`src/sv/uart8_pkg.sv`:
```
// Shared types and constants for the 8N1 UART with receive FIFO.
package uart8_pkg;

  typedef enum logic [1:0] {
    KIND_TICK  = 2'd0,
    KIND_SEND  = 2'd1,
    KIND_READ  = 2'd2,
    KIND_CLEAR = 2'd3
  } kind_t;

  typedef enum logic [1:0] {
    MODE_IDLE  = 2'd0,
    MODE_START = 2'd1,
    MODE_RX    = 2'd2,
    MODE_TX    = 2'd3
  } mode_t;

  typedef enum logic [1:0] {
    ST_OK       = 2'd0,
    ST_OVERFLOW = 2'd1,
    ST_FRAMING  = 2'd2
  } rx_status_t;

  localparam logic [3:0]  BIT_LAST        = 4'd9;
  localparam logic [15:0] BIT_PERIOD_INIT = 16'd1666;

  typedef struct packed {
    logic push;
    logic pop;
    logic clear;
  } q_op_t;

  typedef struct packed {
    logic full;
    logic rd_ok;
    logic avail_nxt;
  } q_stat_t;

  typedef struct packed {
    logic       tx_line;
    logic       read_valid;
    logic       send_accepted;
    rx_status_t rx_status;
    logic       byte_available;
    logic       busy_res;
  } result_t;

endpackage

```
`src/sv/uart8_rxq.sv`:
```
// Receive ring FIFO: byte memory with registered read and its pointers.
module uart8_rxq #(
  parameter int DEPTH = 16
) (
  input  logic            clk,
  input  logic            rst_n,
  input  uart8_pkg::q_op_t op,
  input  logic [7:0]      wr_data,
  output uart8_pkg::q_stat_t stat,
  output logic [7:0]      rd_data
);
  import uart8_pkg::*;

  localparam int PW = $clog2(DEPTH);

  logic [7:0]    mem [DEPTH];
  logic [PW-1:0] wp_r, wp_nxt, rp_r, rp_nxt, wp_inc, rp_inc;
  logic [7:0]    rd_data_r;
  logic          empty;

  always_comb begin
    wp_inc = (wp_r == PW'(DEPTH - 1)) ? '0 : wp_r + 1'b1;
    rp_inc = (rp_r == PW'(DEPTH - 1)) ? '0 : rp_r + 1'b1;
    empty  = (wp_r == rp_r);
    stat.full  = (wp_inc == rp_r);
    stat.rd_ok = op.pop && !empty;
    priority if (op.push) begin
      wp_nxt = wp_inc;
    end else if (op.clear) begin
      wp_nxt = rp_r;
    end else begin
      wp_nxt = wp_r;
    end
    rp_nxt = stat.rd_ok ? rp_inc : rp_r;
    stat.avail_nxt = (wp_nxt != rp_nxt);
  end

  always_ff @(posedge clk) begin
    if (!rst_n) begin
      wp_r <= '0;
      rp_r <= '0;
    end else begin
      wp_r <= wp_nxt;
      rp_r <= rp_nxt;
    end
  end

  always_ff @(posedge clk) begin
    if (op.push) begin
      mem[wp_r] <= wr_data;
    end
    if (stat.rd_ok) begin
      rd_data_r <= mem[rp_r];
    end
  end

  assign rd_data = rd_data_r;

endmodule

```
`src/sv/uart_8n1_transceiver_with_rx_fifo.sv`:
```
// Top level: half-duplex 8N1 UART engine with receive FIFO and registered result.
// The result is valid on the out_ side in the cycle after the input transfer.
// Throughput: one item per cycle; in_tready = !out_tvalid | out_tready.
// FIFO reads go through the memory's registered read port, aligned with the result.
// Reset (rst_n low, synchronous): idle, pointers zero, bit_period 1666, status ok,
// tx line high; FIFO contents are not cleared and are never read before written.
module uart_8n1_transceiver_with_rx_fifo #(
  parameter int DEPTH = 16
) (
  input  logic        clk,
  input  logic        rst_n,
  input  logic        in_tvalid,
  output logic        in_tready,
  input  logic [15:0] in_tdata,   // rx_level[0], tx_data[8:1], zero[15:9]
  input  logic [1:0]  in_tuser,   // kind[1:0]
  output logic        out_tvalid,
  input  logic        out_tready,
  output logic [15:0] out_tdata,  // tx_line[0], read_data[8:1], read_valid[9],
                                  // send_accepted[10], rx_status[12:11],
                                  // byte_available[13], busy_res[14], zero[15]
  input  logic        cfg_valid,
  output logic        cfg_ready,
  input  logic [15:0] cfg_data
);
  import uart8_pkg::*;

  logic        in_fire;
  kind_t       kind;
  logic        lvl;
  logic [7:0]  tx_data;

  logic [15:0] bit_period_r;
  mode_t       mode_r, mode_nxt;
  logic [3:0]  bit_idx_r, bit_idx_nxt;
  logic [15:0] tick_r, tick_nxt, tick_inc;
  logic [15:0] cmp_r, cmp_nxt;
  logic [7:0]  tx_shift_r, tx_shift_nxt;
  logic [7:0]  rx_shift_r, rx_shift_nxt;
  rx_status_t  status_r, status_nxt;
  logic        line_r, line_nxt;
  logic        prev_r, prev_nxt;
  logic [2:0]  idx_m1;

  q_op_t       q_op;
  q_stat_t     q_st;
  logic [7:0]  q_rdata;

  result_t     res, res_r;
  logic        out_valid_r;

  assign in_fire   = in_tvalid && in_tready;
  assign in_tready = !out_valid_r || out_tready;
  assign kind      = kind_t'(in_tuser);
  assign lvl       = in_tdata[0];
  assign tx_data   = in_tdata[8:1];
  assign cfg_ready = 1'b1;
  assign idx_m1    = 3'(bit_idx_r - 4'd1);
  assign tick_inc  = tick_r + 16'd1;

  // next state
  always_comb begin
    mode_nxt     = mode_r;
    bit_idx_nxt  = bit_idx_r;
    tick_nxt     = tick_r;
    cmp_nxt      = cmp_r;
    tx_shift_nxt = tx_shift_r;
    rx_shift_nxt = rx_shift_r;
    status_nxt   = status_r;
    line_nxt     = line_r;
    prev_nxt     = prev_r;
    q_op         = '0;
    if (in_fire) begin
      unique case (kind)
        KIND_TICK: begin
          prev_nxt = lvl;
          if (mode_r == MODE_IDLE) begin
            if (prev_r && !lvl) begin
              cmp_nxt  = bit_period_r >> 1;
              tick_nxt = '0;
              mode_nxt = MODE_START;
            end
          end else if (tick_inc >= cmp_r) begin
            tick_nxt = '0;
            unique case (mode_r)
              MODE_START: begin
                priority if (lvl) begin
                  mode_nxt = MODE_IDLE;
                end else if (q_st.full) begin
                  status_nxt = ST_OVERFLOW;
                  mode_nxt   = MODE_IDLE;
                end else begin
                  cmp_nxt      = bit_period_r;
                  bit_idx_nxt  = 4'd1;
                  rx_shift_nxt = '0;
                  status_nxt   = ST_OK;
                  mode_nxt     = MODE_RX;
                end
              end
              MODE_RX: begin
                if (bit_idx_r >= BIT_LAST) begin
                  if (!lvl) begin
                    status_nxt = ST_FRAMING;
                  end else begin
                    q_op.push = 1'b1;
                  end
                  bit_idx_nxt = '0;
                  mode_nxt    = MODE_IDLE;
                end else begin
                  rx_shift_nxt[idx_m1] = lvl;
                  bit_idx_nxt          = bit_idx_r + 4'd1;
                end
              end
              MODE_TX: begin
                priority if (bit_idx_r == 4'd0) begin
                  line_nxt    = 1'b0;
                  bit_idx_nxt = 4'd1;
                end else if (bit_idx_r >= BIT_LAST) begin
                  line_nxt    = 1'b1;
                  bit_idx_nxt = '0;
                  mode_nxt    = MODE_IDLE;
                end else begin
                  line_nxt    = tx_shift_r[idx_m1];
                  bit_idx_nxt = bit_idx_r + 4'd1;
                end
              end
              default: begin
              end
            endcase
          end else begin
            tick_nxt = tick_inc;
          end
        end
        KIND_SEND: begin
          if (mode_r == MODE_IDLE) begin
            tx_shift_nxt = tx_data;
            cmp_nxt      = bit_period_r;
            tick_nxt     = '0;
            bit_idx_nxt  = '0;
            mode_nxt     = MODE_TX;
          end
        end
        KIND_READ:  q_op.pop   = 1'b1;
        KIND_CLEAR: q_op.clear = 1'b1;
        default: begin
        end
      endcase
    end
  end

  // result fields
  always_comb begin
    res.tx_line        = line_nxt;
    res.read_valid     = q_st.rd_ok;
    res.send_accepted  = (kind == KIND_SEND) && (mode_r == MODE_IDLE);
    res.rx_status      = status_nxt;
    res.byte_available = q_st.avail_nxt;
    res.busy_res       = (mode_nxt != MODE_IDLE);
  end

  uart8_rxq #(
    .DEPTH(DEPTH)
  ) u_rxq (
    .clk    (clk),
    .rst_n  (rst_n),
    .op     (q_op),
    .wr_data(rx_shift_r),
    .stat   (q_st),
    .rd_data(q_rdata)
  );

  always_ff @(posedge clk) begin
    if (!rst_n) begin
      bit_period_r <= BIT_PERIOD_INIT;
      mode_r       <= MODE_IDLE;
      bit_idx_r    <= '0;
      tick_r       <= '0;
      cmp_r        <= '0;
      tx_shift_r   <= '0;
      rx_shift_r   <= '0;
      status_r     <= ST_OK;
      line_r       <= 1'b1;
      prev_r       <= 1'b1;
      out_valid_r  <= 1'b0;
    end else begin
      if (cfg_valid && cfg_ready) begin
        bit_period_r <= cfg_data;
      end
      mode_r     <= mode_nxt;
      bit_idx_r  <= bit_idx_nxt;
      tick_r     <= tick_nxt;
      cmp_r      <= cmp_nxt;
      tx_shift_r <= tx_shift_nxt;
      rx_shift_r <= rx_shift_nxt;
      status_r   <= status_nxt;
      line_r     <= line_nxt;
      prev_r     <= prev_nxt;
      if (in_fire) begin
        out_valid_r <= 1'b1;
      end else if (out_tready) begin
        out_valid_r <= 1'b0;
      end
    end
  end

  always_ff @(posedge clk) begin
    if (in_fire) begin
      res_r <= res;
    end
  end

  assign out_tvalid = out_valid_r;
  assign out_tdata  = {1'b0, res_r.busy_res, res_r.byte_available, res_r.rx_status,
                       res_r.send_accepted, res_r.read_valid,
                       q_rdata & {8{res_r.read_valid}}, res_r.tx_line};

endmodule

```
`config.mk`:
```
export PLATFORM = sky130hd
export DESIGN_NAME = uart_8n1_transceiver_with_rx_fifo
export DESIGN_NICKNAME = d
export VERILOG_FILES = /design/src/sv/uart8_pkg.sv /design/src/sv/uart8_rxq.sv /design/src/sv/uart_8n1_transceiver_with_rx_fifo.sv
export SDC_FILE = /design/constraint.sdc
export NUM_CORES = 1
export LEC_CHECK = 0
export BUFFER_PORTS_ARGS = -buffer_cell sky130_fd_sc_hd__clkbuf_2
export CORE_MARGIN = 5
export CORE_UTILIZATION = 57
export CTS_BUF_LIST = sky130_fd_sc_hd__clkbuf_8
export CTS_CLUSTER_DIAMETER = 80
export DETAILED_ROUTE_END_ITERATION = 8
export PLACE_DENSITY = 0.87
export RECOVER_POWER = 100
export SYNTH_ARGS = -nofsm -noshare
export SYNTH_HDL_FRONTEND = slang
export SYNTH_SLANG_ARGS = --single-unit
```
`constraint.sdc`:
```
create_clock -name clk -period 4.25 [get_ports clk]
set_clock_uncertainty 0.15 [all_clocks]
set_input_delay 0.2125 -clock clk [delete_from_list [all_inputs] [get_ports clk]]
set_output_delay 0.2125 -clock clk [all_outputs]
set_load 0.02 [all_outputs]
```
==> metrics, run 1 <==
status complete, but fails checks; failing checks capacitance limit, slew limit; WHS Path Cells 3; Synth Area per Inst 12.8 um^2; delay-heaviest family, CP compound AO/OA/AOI/OAI gates; routed vias/inst 6.01; initial core utilization 0.574; CP cell instances nand3_1, nor2_1, and3_1, and3_2, nand3_1, xnor2_2, ha_1, a211oi_1, nor2_1, a2111oi_1, o21ai_1, buf_4, and2_4, o31ai_4, nor2_1, o221a_1; Worst path most repeated cell nor2_1; FF+latch count, synth 226; HP Class primary input to flop; CTS root buf clkbuf_8; PwrDens 382 nW/um^2; reg2reg path depth 16; grt total ovfl 0; gr usage total 0.229; # IOs 58; Die Width 144 um; setup bufs post-CTS 0; mapped cell area 10,200 um^2; Final Max Tran Viols 29; Slew @ Worst Pin 1660 ps; Post-synth ARST share 0; IO buf count 48; Cells after Synth 802; setup slack at placement 216 ps; unrepaired setup endpoints after global routing no; Critical Path Slowest Stage Cell dfxtp_1; Final min period 3990 ps; Slew HR -0.110; Worst EP required 4530 ps; Max Fclk 250 MHz; site row count 49; First-pass DRT Iterations 5; Lkg Pwr 4.23 nW; Final WS setup 257 ps; final-layout fill cell count 1,218; P_sw 1.04 mW; DR vias 6,835; RR Startpoint tick_r[2]$_SDFFE_PN0P_; WP buf/inv 1; final setup violation count 0; slowest cell delay on critical path 400 ps; most frequent cells in the layout 143 x edfxtp_1, 81 x dfxtp_1, 70 x nor2_1, 55 x nand2_1, 41 x clkbuf_8; hold path startpoint in_tuser[1]; part of the power in registers 0.531; Syn-to-layout area delta 13.7%; Synth Net Count 870; clock share of power 0.404; Unique masters post-synth 68; layout cells sized above 1 0.172; startpoint types flop; Post-synth EDFFs 143; gpl congestion 0.845; drt total wl 23,200 um; Clock Latency Late Sink 530 ps; Post-synth top flop edfxtp_1; largest net degree at the start of global routing 65; CP max FO 11; cts bufs inserted 36; yosys synthesis warning count 0; Final Hold Viols 0; DIE AREA 20,800 um^2; DRC viols 0; Combinational Power Share 0.064; Util after Layout 0.653; clock buffer depth 3; nets@finish 949; sequential area share after synthesis 0.581; detailed placement HPWL 14,900 um; CTS sink cnt 226; WL per Instance 20.4 um; CTS H-tree lvls 2; Max-Cap Viols 1; Hold WS 41.4 ps; final antenna-violating net count 0; antenna violations before repair 0; Worst Path Arrival 4270 ps; Switching Share 0.234; core area 17,800 um^2; vias in the first global route 6,837; WP depth 16; Die H 144 um; VDD IR max 0.390 mV; most common cell after layout, fill and taps aside edfxtp_1; crit path launch tick_r[2]$_SDFFE_PN0P_; CTS tree done; clk slew on worst S/H paths 60 ps; Pint 3.41 mW; crit share post-route 0.940; CP Class flop to flop; CP Capture Type flop; diode count 0; Starting DRT DRC Count 515; first-pass GRT wire length 36,700 um
## kinds of logic after synthesis
| logic type | after synthesis | synth area share |
|---|---|---|
| simple gates | 243 | 0.122 |
| flops | 226 | 0.581 |
| compound gates | 123 | 0.0833 |
| buf+inv | 79 | 0.0321 |
| mux | 74 | 0.121 |
| fa+ha+maj | 29 | 0.0354 |
| xor+xnor | 26 | 0.0236 |
| other cells | 2 | 0.000733 |
## layer usage
layer  share of wire  up-vias  global-route usage
met4           0.027        0              0.0704
met1            0.41     3323               0.296
met2            0.50      275               0.395
li1                -     3180                   -
met5               0        -                   0
met3           0.067       57              0.0413
## metrics by stage
stage	total power [mW]	instances	area (um^2)	TNS, ps
finish	4.45	1137	11600	0
global route	4.62	1137	11600	0
CTS	4.46	1137	11700	0
detailed placement	2.66	1045	10700	0
global placement	2.66	1045	10700	0
floorplan	2.59	802	10200	-4800
## Yosys cell counts (all sizes together) (5+ instances only)
master / n / area [um^2]
edfxtp: 143 / 4290
a31oi: 6 / 37.5
inv: 27 / 101
o211ai: 6 / 45.0
and2: 17 / 109
and3: 17 / 106
nand4: 8 / 65.1
a21oi: 21 / 109
nand2b: 8 / 50.1
a22oi: 14 / 105
mux4: 40 / 901
xnor2: 14 / 123
o21ai: 28 / 140
nor2: 71 / 269
o31ai: 5 / 51.3
buf: 16 / 92.6
a311oi: 17 / 155
clkbuf: 36 / 135
nand3: 33 / 165
a21o: 6 / 45.0
dfxtp: 83 / 1660
mux2i: 33 / 330
and4: 5 / 43.8
xor2: 11 / 96.3
ha: 29 / 363
nor3: 8 / 50.1
nand2: 55 / 206
## registers in the layout (all words and copies together) (netlist names)
signal	flops
bit_idx_r	4
bit_period_r	16
u_rxq.wp_r	4
cmp_r	16
rx_shift_r	8
out_tdata	7
u_rxq.mem	128
tx_shift_r	8
u_rxq.rp_r	4
tick_r	16
out_tvalid	1
line_r	1
mode_r	2
status_r	2
u_rxq.rd_data	8
prev_r	1
## final cells by class
type | count | area (um^2) | share of cell area
Tap cell | 229 | 287 | 0.0246
Clock buffer | 41 | 564 | 0.0484
Sequential cell | 226 | 5960 | 0.511
Clock inverter | 24 | 146 | 0.0126
Timing Repair Buffer | 93 | 622 | 0.0534
Multi-Input combinational cell | 497 | 3970 | 0.341
Inverter | 27 | 101 | 0.00870
## what timing repair did
action | CTS | global route
gates resized for setup | 0 | 8
hold buffers | 27 | 0
endpoints found under the hold margin | 27 | 0
setup endpoints to repair | 0 | 47
## power groups by stage
stage,Combinational [mW],Sequential (mW),Clock [mW]
after floorplan,0.188,2.41,0
after global placement,0.250,2.41,0
after detailed placement,0.258,2.41,0
after CTS,0.280,2.36,1.82
after global routing,0.315,2.36,1.94
final,0.286,2.36,1.80
## worst register-to-register path, cell delays in order, from the launching register on
cell	delay, ps
dfxtp_1	400
nand3_1	100
nor2_1	160
and3_1	220
and3_2	250
nand3_1	140
xnor2_2	180
ha_1	300
a211oi_1	240
nor2_1	80
a2111oi_1	390
o21ai_1	210
buf_4	230
and2_4	170
o31ai_4	390
nor2_1	90
o221a_1	220
## path summary, 6_finish.rpt
check,slack (ps),to
worst min-delay path,40,u_rxq.wp_r[2]$_SDFF_PN0_
worst max register to register,260,bit_idx_r[3]$_SDFFE_PN0P_
worst max-delay path,260,bit_idx_r[3]$_SDFFE_PN0P_
worst min register to register,320,prev_r$_SDFFE_PN1P_
(Power assumes the default switching activity.)
==> run 2: changes to the inputs <==
--- a/config.mk
+++ b/config.mk
@@ -15,4 +15,5 @@
 export RECOVER_POWER = 100
 export SYNTH_ARGS = -nofsm -noshare
 export SYNTH_HDL_FRONTEND = slang
+export SYNTH_HIERARCHICAL = 1
 export SYNTH_SLANG_ARGS = --single-unit
==> run 2 against run 1 <==
  * The flow now finishes without violations
  * Sequential power is essentially flat
  * Cell count grew 4.5%
  * Synthesized cell count grew 2.7%
  * Worst setup slack lost 97 ps
  * Largest power group unchanged
  * Highest routed layer unchanged
==> metrics, run 2 <==
status completed; Final Max Tran Viols 0 (-100%); First-pass DRT Iterations 5 (unchanged); antenna violations before repair 0 (unchanged); WHS Path Cells 3 (unchanged); final-layout fill cell count 1,166 (-4.3%); Post-synth ARST share 0 (unchanged); # IOs 58 (unchanged); routed vias/inst 5.77 (-4.1%); clock buffer depth 3 (unchanged); area occupied by multi-input gates 4320 um^2 (+8.8%); reg2reg path depth 17 (+1); Die Width 146 um (+1.2%); Post-synth EDFFs 143 (unchanged); gr busiest metal met2; FF+latch count, synth 226 (unchanged); Final Power 4.42 mW (-0.52%); most frequent cells in the layout 143 x edfxtp_1, 79 x dfxtp_1, 78 x nand2_1, 52 x nor2_1, 49 x mux2i_1; Worst EP required 4350 ps (-180 ps); nets@finish 998 (+5.2%); final antenna-violating net count 0 (unchanged); VDD IR max 0.325 mV (-17%); CP cell instances nand3_1, or3_4, or2_2, and2_1, or2_2, ha_1, a21oi_2, o21a_1, o211ai_1, or3_4, nand2_2, nor2_4, buf_4, a211oi_2, a31oi_2, and3b_1, o211ai_2; crit share post-route 0.962 (+0.0228); Post-synth top flop edfxtp_1; gpl congestion 0.852 (+0.81%); grt total ovfl 0 (unchanged); Yosys top cell by area edfxtp_1; sequential area share after synthesis 0.567 (-0.0144); Synth top area share 0.409 (-0.0104); most flop-heavy register u_rxq/mem; Worst Path Arrival 4190 ps (-80 ps); Cells after Synth 824 (+2.7%); Synth Area per Inst 12.7 um^2 (-0.20%); CP Capture Type flop; count leader, synth edfxtp_1; IO buf count 48 (unchanged); Lkg Pwr 4.78 nW (+13%); layout cells sized above 1 0.241 (+0.0691); slowest cell delay on critical path 420 ps (+20 ps); CP Class flop to flop; DRC viols 0 (unchanged); startpoint types flop; Synth Area in Compound Gates 0.0693 (-0.0140); CTS sink cnt 226 (unchanged); Critical Path Slowest Stage Cell or3_4; hold endpoint bit_period_r[1]$_SDFFE_PN1P_; setup TNS 0 ps (unchanged); Syn-to-layout area delta 16.5%; Slew @ Worst Pin 1170 ps (-495 ps); Slew HR 0.210 (+0.320); CTS H-tree lvls 2 (unchanged); CTS tree done; Max-Cap Viols 0 (-1); Clock Latency Late Sink 540 ps (about the same); Unique masters post-synth 70 (+2.9%); Starting DRT DRC Count 591 (+15%); core area 18,000 um^2 (+1.0%); CP max FO 5 (-6); drt total wl 22,600 um (-2.4%); mapped cell area 10,500 um^2 (+2.5%); Die H 146 um (+1.2%); Final Hold Viols 0 (unchanged); Final min period 4090 ps (+97.1 ps); DR vias 6,850 (+0.22%); detailed placement HPWL 14,400 um (-3.9%); gr usage total 0.209 (-0.0201); CTS root buf clkbuf_8; RR Startpoint tick_r[3]$_SDFFE_PN0P_; largest family of logic cells by synthesized area multiplexers; most common cell after layout, fill and taps aside edfxtp_1; setup bufs post-CTS 0 (unchanged); fraction of the mapped netlist area in adder cells 0.0345 (-0.000877); met3 Resource Use GR 0.0336 (-0.00770); grt met2 use 0.352 (-0.0427); vias in the first global route 6,905 (+0.99%); first-pass GRT wire length 36,200 um (-1.5%); Max Fclk 245 MHz (-2.4%); yosys synthesis warning count 6 (+6); xor/xnor cell area share of the yosys netlist 0.0223 (-0.00130); hold path startpoint rst_n; post-synthesis mux area share 0.153 (+0.0318); largest cells by area after synthesis edfxtp_1 41%, dfxtp_1 16%, mux4_2 8.6%; commonest cells in the synthesized netlist 143 x edfxtp_1, 83 x dfxtp_1, 80 x nand2_1, 55 x nor2_1, 49 x mux2i_1; met1 usage 0.279 (-0.0176); Reg2Reg Setup Slack 160 ps (-100 ps); area share of and/or/nand/nor cells after synthesis 0.122 (about the same); HP Class primary input to flop; cts bufs inserted 37 (+2.8%); final setup violation count 0 (unchanged); Sequential Area 5960 um^2 (about the same); WL per Instance 19.1 um (-6.6%); diode count 0 (unchanged); PwrDens 361 nW/um^2 (-5.3%); largest net degree at the start of global routing 56 (-14%); initial core utilization 0.583 (+0.00858); clk slew on worst S/H paths 60 ps (about the same); DIE AREA 21,200 um^2 (+2.4%); max reg flops 128 (unchanged); site row count 49 (unchanged); FF-to-FF End out_tdata[13]$_DFFE_PP_; Synth Net Count 892 (+2.5%)
==> run 2: cell count changes in the layout (fill, tap and decap cells not counted), moves of 8 or more <==
cell	delta
buf_4	+9
o21ai_1	-13
nand3_1	-20
a311oi_1	-16
mux2i_1	+16
nand2_1	+23
or2_2	+10
nor2_1	-18
mux2_2	+17
a21oi_1	+10
nor2b_1	+13
o21ai_0	+12
buf_12	+8
==> run 2: timing repair <==
action,4_1_cts,5_1_grt
pin swaps,0,6
endpoints found under the hold margin,33,0
hold buffers,27,0
cloned,0,0
setup endpoints to repair,33,129
resized for setup,3,31
==> run 2: per-layer routing <==
metal  vias up  part of all wire
li1       3263                 -
met1      3329              0.42
met2       227              0.51
met3        31             0.054
met4         0             0.018
met5         -                 0
==> run 2: power breakdown <==
group          internal [mW]  switching, mW
Clock                  0.939          0.866
Combinational          0.119          0.147
Sequential              2.33         0.0191
==> run 2: kinds of logic (layout without fill, tap and decap cells) <==
| logic type | after synthesis | after routing |
|---|---|---|
| buffers and inverters | 71 | 206 |
| AND/OR/NAND/NOR | 258 | 258 |
| flip-flops | 226 | 226 |
| other | 2 | 2 |
| AO/OA/AOI/OAI | 108 | 108 |
| adder cells (fa/ha/maj) | 29 | 29 |
| multiplexers | 108 | 108 |
| XOR/XNOR | 22 | 22 |
==> run 2: area by class of cell <==
| cell class | instances | share of cell area |
|---|---|---|
| Clock buffer | 43 | 0.0484 |
| Clock inverter | 25 | 0.0100 |
| Inverter | 29 | 0.00890 |
| Multi-Input combinational cell | 527 | 0.353 |
| Sequential cell | 226 | 0.487 |
| Tap cell | 229 | 0.0234 |
| Timing Repair Buffer | 109 | 0.0691 |
==> run 2: worst max-delay path, delay by kind of cell (launching register included) <==
kind	cells	cell delay, ps
simple gates	9	2060
fa+ha+maj	1	310
compound gates	6	800
flops	1	330
buf+inv	1	170
==> run 2: metrics by stage <==
stage,cells,instance area (um^2),worst slack (ps),utilization,hold WS (ps)
after floorplan,824,10500,-5.07,-,184
after global placement,1093,11200,56.9,0.620,278
after detailed placement,1093,11200,-45.5,0.620,285
after CTS,1188,12200,19.3,0.676,44.1
after global routing,1188,12200,-31.0,0.679,97.1
final,1188,12200,160,0.679,86.0
==> run 2: worst max path at each step <==
stage                      startpoint                   endpoint  slack [ps]  depth (start not counted)
2_1_floorplan  tick_r[0]$_SDFFE_PN0P_  u_rxq/mem[3][0]$_DFFE_PP_          -5                         16
3_3_place_gp   tick_r[1]$_SDFFE_PN0P_  u_rxq/mem[3][7]$_DFFE_PP_          60                         15
3_5_place_dp   tick_r[1]$_SDFFE_PN0P_  u_rxq/mem[1][7]$_DFFE_PP_         -50                         15
4_1_cts        tick_r[1]$_SDFFE_PN0P_    out_tdata[13]$_DFFE_PP_          20                         17
5_1_grt        tick_r[2]$_SDFFE_PN0P_    out_tdata[13]$_DFFE_PP_         -30                         17
6_report       tick_r[3]$_SDFFE_PN0P_    out_tdata[13]$_DFFE_PP_         160                         17
==> run 3: changes to the inputs <==
--- a/config.mk
+++ b/config.mk
@@ -6,6 +6,7 @@
 export NUM_CORES = 1
 export LEC_CHECK = 0
 export BUFFER_PORTS_ARGS = -buffer_cell sky130_fd_sc_hd__clkbuf_2
+export CAP_MARGIN = 20
 export CORE_MARGIN = 5
 export CORE_UTILIZATION = 57
 export CTS_BUF_LIST = sky130_fd_sc_hd__clkbuf_8
==> constraint.sdc (replaced) <==
create_clock -name clk -period 4.25 [get_ports clk]
set_clock_uncertainty 0.15 [all_clocks]
set_input_delay 0.85 -clock clk [delete_from_list [all_inputs] [get_ports clk]]
set_output_delay 0.85 -clock clk [all_outputs]
set_load 0.02 [all_outputs]
==> run 3 against run 2 <==
  * Critical path depth stayed put
  * Via count is 0.91% lower
  * Cell area is 1.4% lower
  * Fmax is 1.4% lower
  * Count of clock-buffer cells in the layout stayed put
  * Wire length is 6.4% lower
  * Highest routed layer unchanged
  * Die area stayed put
  * Critical endpoint unchanged
  * Register-to-register slack worse by 60 ps
  * Combinational power is 8.3% lower
  * Cell count is 1.9% lower
  * Worst setup slack worse by 58 ps
==> metrics, run 3 (synthesis gave the netlist of run 2 again) <==
drt total wl 21,200 um (-6.4%); Slew HR 0.161 (-0.0487); Worst EP required 4360 ps (about the same); Lkg Pwr 4.69 nW (-1.8%); CP cell instances inv_1, or3_4, or3_4, and2_4, or2_4, ha_4, a21oi_1, o21a_1, o211ai_1, or3_4, nand2_2, nor2_4, nor2_4, a22oi_2, xnor2_1, o31ai_1, o211ai_2; final-layout fill cell count 1,242 (+6.5%); Max-Cap Viols 0 (unchanged); clock share of power 0.413 (+0.005); Pint 3.43 mW (+1.2%); DIE AREA 21,200 um^2 (unchanged); part of the power in registers 0.532 (about the same); Max Fclk 241 MHz (-1.4%); Slew @ Worst Pin 1260 ps (+88.4 ps); PwrDens 366 nW/um^2 (+1.4%); Combinational Power Share 0.055 (-0.005); Starting DRT DRC Count 574 (-2.9%); VDD IR max 0.278 mV (-14%); Die Width 146 um (unchanged); CTS tree done; IO buf count 48 (unchanged); Final WS setup 102 ps (-57.7 ps); slowest cell delay on critical path 400 ps (-20 ps); routed vias/inst 5.83 (+1.1%); largest net degree at the start of global routing 56 (unchanged); status completed; Clock Latency Late Sink 540 ps (about the same); nets@finish 980 (-1.8%); vias in the first global route 6,686 (-3.2%); max reg flops 128 (unchanged); hold_buf cts 0 (-100%); Final Max Tran Viols 0 (unchanged); placed cell count 1,100 (+0.64%); Die H 146 um (unchanged); Post-DP Area 11,300 um^2 (+0.92%); grt total ovfl 0 (unchanged); CTS sink cnt 226 (unchanged); initial core utilization 0.583 (unchanged); detailed placement HPWL 14,300 um (-0.10%); # IOs 58 (unchanged); DR vias 6,788 (-0.91%); first-pass GRT wire length 34,200 um (-5.5%); clk slew on worst S/H paths 60 ps (about the same); Worst Path Arrival 4260 ps (+70 ps); Worst path most repeated cell or3_4; final setup violation count 0 (unchanged); Final min period 4150 ps (+57.7 ps); layout cells sized above 1 0.239 (-0.00156); cts bufs inserted 38 (+2.7%); Util after Layout 0.670 (-0.00930); DRC viols 0 (unchanged); site row count 49 (unchanged); clock buffer depth 3 (unchanged); CP Class flop to flop; setup slack at placement -93.5 ps (-48.1 ps); Critical Path Slowest Stage Cell or3_4; reg2reg path depth 17 (unchanged); P_sw 0.989 mW (-4.2%); WL per Instance 18.2 um (-4.6%); most flop-heavy register u_rxq/mem; CP Capture Type flop; HP Class flop to flop; Final Hold Viols 0 (unchanged); CTS root buf clkbuf_8; most frequent cells in the layout 143 x edfxtp_1, 78 x nand2_1, 77 x dfxtp_1, 53 x nor2_1, 48 x mux2i_1; Syn-to-layout area delta 14.9%; gpl congestion 0.827 (-2.8%); WHS Path Cells 2 (-1); CP max FO 5 (unchanged); most common cell after layout, fill and taps aside edfxtp_1; non-filler cells, final 1,165 (-1.9%); gr usage total 0.195 (-0.0135); final antenna-violating net count 0 (unchanged); First-pass DRT Iterations 5 (unchanged); Switching Share 0.224 (-0.00977); crit share post-route 0.976 (+0.0136); diode count 0 (unchanged); Final Power 4.42 mW (about the same); cell area after layout 12,100 um^2 (-1.4%); CTS H-tree lvls 2 (unchanged); startpoint types flop; core area 18,000 um^2 (unchanged); antenna violations before repair 0 (unchanged)
## run 3: cell count changes in the layout (fill, tap and decap cells not counted), moves of 4 or more
cell,previous run,this run
and2_4,8,3
buf_12,8,12
clkinv_2,5,0
dlygate4sd3_1,27,0
clkbuf_1,12,17
and2_1,11,18
## run 3: cell type report
| cell class | instances | area (um^2) | area share |
|---|---|---|---|
| repair buffers | 90 | 669 | 0.0555 |
| clock buffers | 43 | 592 | 0.0490 |
| flip-flops and latches | 226 | 5960 | 0.494 |
| well taps | 229 | 287 | 0.0237 |
| inverters | 29 | 109 | 0.00902 |
| clock inverters | 21 | 138 | 0.0114 |
| multi-input cells | 527 | 4310 | 0.357 |
## run 3: worst paths after layout
check	start	to	slack, ps
setup / recovery	tick_r[5]$_SDFFE_PN0P_	out_tdata[13]$_DFFE_PP_	100
hold / removal	cmp_r[5]$_SDFFE_PN0P_	cmp_r[5]$_SDFFE_PN0P_	310
setup reg to reg	tick_r[5]$_SDFFE_PN0P_	out_tdata[13]$_DFFE_PP_	100
hold reg to reg	cmp_r[5]$_SDFFE_PN0P_	cmp_r[5]$_SDFFE_PN0P_	310
## run 3: per-layer routing
| layer | vias to the layer above | part of all wire | GRT usage | routed length (um) |
|---|---|---|---|---|
| li1 | 3218 | - | - | - |
| met2 | 234 | 0.50 | 0.325 | 10500 |
| met1 | 3301 | 0.43 | 0.261 | 9010 |
| met5 | - | 0 | 0 | 0 |
| met3 | 35 | 0.062 | 0.0424 | 1320 |
| met4 | 0 | 0.016 | 0.0518 | 342 |
## run 3: power by group through the flow
stage,Sequential [mW],Combinational [mW],Clock (mW)
floorplan,2.39,0.175,0
global placement,2.40,0.232,0
detailed placement,2.40,0.238,0
CTS,2.35,0.241,1.86
global route,2.35,0.268,1.98
finish,2.35,0.244,1.83
## run 3: critical path: cells and delay by family, from the launching register on
kind / cells / cell delay [ps]
flops: 1 / 330
fa+ha+maj: 1 / 260
compound gates: 6 / 1170
xor+xnor: 1 / 120
buf+inv: 1 / 70
simple gates: 8 / 1780
## run 3: timing repair
item / 4_1_cts / 5_1_grt
buffers inserted: 0 / 1
gates resized for setup: 2 / 27
cloned: 0 / 0
setup endpoints to repair: 33 / 128
pin swaps: 2 / 7
## run 3: stage by stage
step,setup TNS (ps),hold slack [ps]
floorplan,-161,288
detailed placement,-2870,302
CTS,-527,310
finish,0,308
global placement,-27.6,296
global route,-1150,324
